**src/hw/rtl/wtsc_ram.sv**
```systemverilog
// Generic simple dual-port RAM with registered read.
module wtsc_ram #(
  parameter int WIDTH = 8,
  parameter int DEPTH = 256
) (
  input  logic                     clk,
  input  logic                     we,
  input  logic [$clog2(DEPTH)-1:0] waddr,
  input  logic [WIDTH-1:0]         wdata,
  input  logic                     re,
  input  logic [$clog2(DEPTH)-1:0] raddr,
  output logic [WIDTH-1:0]         rdata
);

  logic [WIDTH-1:0] mem [DEPTH];
  logic [WIDTH-1:0] rdata_r;

  always_ff @(posedge clk) begin
    if (we) begin
      mem[waddr] <= wdata;
    end
    if (re) begin
      rdata_r <= mem[raddr];
    end
  end

  assign rdata = rdata_r;

endmodule

```
**config.mk**
```make
export PLATFORM = sky130hd
export DESIGN_NAME = wtsc_ram
export DESIGN_NICKNAME = d
export VERILOG_FILES = /design/src/hw/rtl/wtsc_ram.sv
export SDC_FILE = /design/constraint.sdc
export NUM_CORES = 2
export LEC_CHECK = 0
export BUFFER_PORTS_ARGS = -buffer_cell sky130_fd_sc_hd__buf_2
export CAP_MARGIN = 20
export CELL_PAD_IN_SITES_DETAIL_PLACEMENT = 1
export CELL_PAD_IN_SITES_GLOBAL_PLACEMENT = 2
export CORE_ASPECT_RATIO = 2
export CORE_MARGIN = 1
export CORE_UTILIZATION = 25
export CTS_CLUSTER_DIAMETER = 50
export CTS_CLUSTER_SIZE = 28
export DETAILED_ROUTE_END_ITERATION = 8
export HOLD_SLACK_MARGIN = 0.15
export PLACE_DENSITY = 0.53
export SLEW_MARGIN = 20
export SYNTH_ARGS = -nofsm -noshare
export SYNTH_HDL_FRONTEND = slang
export SYNTH_SLANG_ARGS = --single-unit
```
**constraint.sdc**
```tcl
create_clock -name clk -period 2.6 [get_ports clk]
set_input_delay 0.13 -clock clk [delete_from_list [all_inputs] [get_ports clk]]
set_output_delay 0.13 -clock clk [all_outputs]
set_load 0.02 [all_outputs]
```
==> results.txt <==
The number of antenna violations at the first check in global routing came out at 18. The leading register cell type out of synthesis is sky130_fd_sc_hd__edfxtp_1. The total number of clock tree sinks is 2056. The total DRC errors in the routed layout came out at 0.

The sequential share of the synthesized area came out at 0.7753. The aggregate routed wire length came out at 252.9 mm. Yosys printed 0 warnings. At the pin with the least slew margin, the transition time is 1.000 ns. CTS built an H-tree with a depth of 3. Summing every instance area after synthesis gives 79640 sq um. The path class of the tightest hold or removal check is in -> reg. The critical path depth in cells came out at 9. The count of final setup violators came out at 0. The kind of launch point of the worst setup path is a register. The final worst clock skew came out at 0.03864 ns. The internal power of the cells is 0.04752 W. The total core area came out at 316400 sq um.

The most frequent cell after synthesis is sky130_fd_sc_hd__edfxtp_1. Dividing the final minimum period by the clock period gives 0.9798. The final instance count without filler cells is 8670. The area fraction of the dominant cell type after synthesis is 0.7753. The share of total power dissipated in sequential elements is 0.581. The most numerous cell on the critical path is sky130_fd_sc_hd__buf_4. The number of buffer and inverter stages on the critical path is 3. The setup fix buffers added after clock tree synthesis came out at 0. The count of endpoints failing hold in the final timing report is 0.

Along the worst path, the maximum fanout reaches 1. The final period demand of the worst path is 2.548 ns. In this run the worst setup path begins at mem[101][0]. The synthesized area per cell came out at 21.33 sq um. In this run the tightest slew margin relative to its limit is 0.3314. No sink is reached through more buffers than the 3 on the longest clock path. The flop-to-flop setup slack came out at 0.05 ns. The longest individual stage delay on the worst path came out at 0.48 ns. The count of maximum capacitance violations is 0. The register bit count reported by yosys is 2056. Routability-driven placement finished with a final weighted congestion of 0.8076. The run finished with clean final reports. The worst path arrival time is 3.10 ns. The path depth of the worst reg2reg path is 9. The depth of the worst hold-timing path is 2. The row count came out at 292. Grouping stages by cell kind, the critical path spends the most delay in simple AND/OR/NAND/NOR gates. The synthesized netlist cell count is 3733. Derived from the worst setup path, the maximum achievable clock frequency is 392.5 MHz. The final instance area is 95270 sq um. The count of placed standard cells including taps came out at 8429. Clock-pin slew was measured on the worst setup and hold paths at 0.10 ns.

The total of buffers placed on input and output ports came out at 34. The buffer cell driving the clock tree root is sky130_fd_sc_hd__clkbuf_16. The critical path's slowest cell is sky130_fd_sc_hd__mux4_2.

The largest area contributor in the netlist is sky130_fd_sc_hd__edfxtp_1. The count of nets after finishing is 4477. The x dimension of the die is 401.1 microns. The worst register-to-register path begins at mem[101][0]. The part of the total power dissipated in the clock network came out at 0.350.

In this run the power density over the cells is 660.6 nW/um^2. TritonCTS built the clock tree. In this run the critical register-to-register path is captured at rdata[0]. The number of enable flip-flop cells after synthesis came out at 2056. The required time of the critical path is 3.15 ns.

The critical setup path kind is reg -> reg. The commonest cells after synthesis are 2056 x sky130_fd_sc_hd__edfxtp_1, 454 x sky130_fd_sc_hd__mux4_2, 282 x sky130_fd_sc_hd__nor2_1, 134 x sky130_fd_sc_hd__mux2i_1, 133 x sky130_fd_sc_hd__a22oi_1. The worst voltage drop across the vdd grid came out at 0.5339 mV. When the netlist entered floorplanning its net count stood at 3760. The net switching share of the total power came out at 0.2450. The post-synthesis cell type count is 54. The clock latency on the worst-skew pair came out at 0.81 ns. Walking the worst path, the cells encountered are mux4_2 > nor2b_1 > a211oi_2 > buf_4 > nor3_1 > buf_4 > nor4_4 > buf_4 > nor4_2. The global route total overflow came out at 0. For this run, the total global-route usage over all layers was measured as 0.1562. The global-route wire length before repair is 353.2 mm. The count of final max-slew check failures came out at 0. The fraction of final layout cells with drive strength greater than 1 is 0.3375. The number of CTS-inserted buffers is 116. Of the total power, combinational logic draws 0.069. The number of global-route vias before repair is 43810. The routed wire length per instance came out at 29.17 microns. Detailed placement finished with a half-perimeter wire length of 182.0 mm. Yosys attributes the largest share of cell area to sky130_fd_sc_hd__edfxtp_1 78%, sky130_fd_sc_hd__mux4_2 13%, sky130_fd_sc_hd__mux2i_1 1.7%. The power spent charging and discharging nets is 0.01542 W. The leakage power total came out at 29.92 nW. Setup repair after global routing left no endpoint under its margin. The final antenna-violating net count is 0.

The capturing element type of the critical path is a register. The effective utilization at floorplan is 0.2517. The placement-stage cell area came out at 90670 sq um. The most critical setup path has its endpoint at rdata[0]. The detailed router's first-iteration violation count is 2480. Before antenna repair, the detailed router went through 5 iterations. Dividing the detail-routed via count by the number of cells gives 4.614.

The share of async-settable or async-resettable flops after synthesis came out at 0. During I/O placement, the number of pins put on the boundary was 35. The y dimension of the die is 800.2 microns.

The area of the die came out at 320900 sq um. The total via count in the routed design came out at 40000. The synthesis-to-layout area growth is 19.64%. Entering global routing, the biggest net connects 82 pins.
## cells in the final DEF, fill, tap and decap left out, types with 33 or more instances in the layout
cell type,netlist,final
sky130_fd_sc_hd__mux4_2,454,454
sky130_fd_sc_hd__buf_4,27,693
sky130_fd_sc_hd__a22oi_1,133,132
sky130_fd_sc_hd__o221ai_1,46,45
sky130_fd_sc_hd__mux2i_1,134,134
sky130_fd_sc_hd__nor2_1,282,279
sky130_fd_sc_hd__nand2_1,33,33
sky130_fd_sc_hd__edfxtp_1,2056,2056
sky130_fd_sc_hd__buf_12,8,86
sky130_fd_sc_hd__a21oi_1,96,96
sky130_fd_sc_hd__clkbuf_16,0,117
## worst register-to-register path, cell delays in order (launching register included)
cell	delay (ns)
sky130_fd_sc_hd__edfxtp_1	0.39
sky130_fd_sc_hd__mux4_2	0.48
sky130_fd_sc_hd__nor2b_1	0.16
sky130_fd_sc_hd__a211oi_2	0.34
sky130_fd_sc_hd__buf_4	0.18
sky130_fd_sc_hd__nor3_1	0.07
sky130_fd_sc_hd__buf_4	0.17
sky130_fd_sc_hd__nor4_4	0.30
sky130_fd_sc_hd__buf_4	0.19
sky130_fd_sc_hd__nor4_2	0.04
## cell families (layout without fill, tap and decap cells)
group	Yosys count	count (layout)	synth area share
AOI/OAI and AO/OA	385	385	0.03416
muxes	591	591	0.1460
other	0	6	0
buffers and inverters	235	1050	0.01829
and+or+nand+nor	466	466	0.02625
DFF	2056	2056	0.7753
## metrics by stage
step | total power, W | setup TNS, ns | worst slack (ns) | utilization | hold slack [ns]
6_report | 0.06294 | 0 | 0.05249 | 0.3011 | 0.3274
5_1_grt | 0.06464 | 0 | 0.02703 | 0.3011 | 0.3201
4_1_cts | 0.06372 | -0.02210 | -0.02210 | 0.3010 | 0.2744
3_5_place_dp | 0.04170 | -7.232 | -1.480 | 0.2866 | 0.5718
3_3_place_gp | 0.04164 | -8.800 | -2.277 | 0.2865 | 0.5698
2_1_floorplan | 0.03907 | 0 | 0.3939 | - | 0.2289
## sequential cells by signal, summed over array words and instances (netlist names)
signal / count
rdata: 8
mem: 2048
## worst min-delay path by stage
stage / from / end / slack, ns
final: wdata[7] / mem[230][7] / 0.33
after global placement: wdata[7] / mem[230][7] / 0.57
after floorplan: wdata[0] / mem[0][0] / 0.23
after detailed placement: wdata[7] / mem[230][7] / 0.57
after CTS: wdata[7] / mem[230][7] / 0.27
after global routing: wdata[7] / mem[230][7] / 0.32
## metal layers
metal,global-route usage,vias up,wire (microns)
li1,-,17070,-
met1,0.1599,22000,88120
met2,0.3176,640,147600
met3,0.01324,291,5987
met4,0.06557,0,11200
met5,0,-,0
## timing repair
item / 4_1_cts / 5_1_grt
hold buffers: 19 / 0
resized for setup: 23 / 3
endpoints found under the setup margin: 6 / 3
pin swaps: 5 / 1
endpoints found under the hold margin: 1770 / 0
cloned: 0 / 0
## final cells by class
| type | count | area (sq um) |
|---|---|---|
| tap | 4116 | 5150 |
| antenna | 6 | 15.01 |
| multi-input combinational | 1442 | 16740 |
| fill | 32060 | 221100 |
| inverter | 2 | 7.507 |
| sequential | 2056 | 61740 |
| clock inverter | 99 | 1300 |
| clock buffer | 117 | 2928 |
| timing repair buffer | 832 | 7397 |
## power by group through the flow
stage	clock network, W	registers [W]	logic, W
global placement	0	0.0373	0.00435
global route	0.0235	0.0365	0.00457
finish	0.0221	0.0365	0.00435
detailed placement	0	0.0373	0.00440
floorplan	0	0.0373	0.00178
CTS	0.0227	0.0365	0.00448
Note: power is estimated with default switching activity, not from simulation.
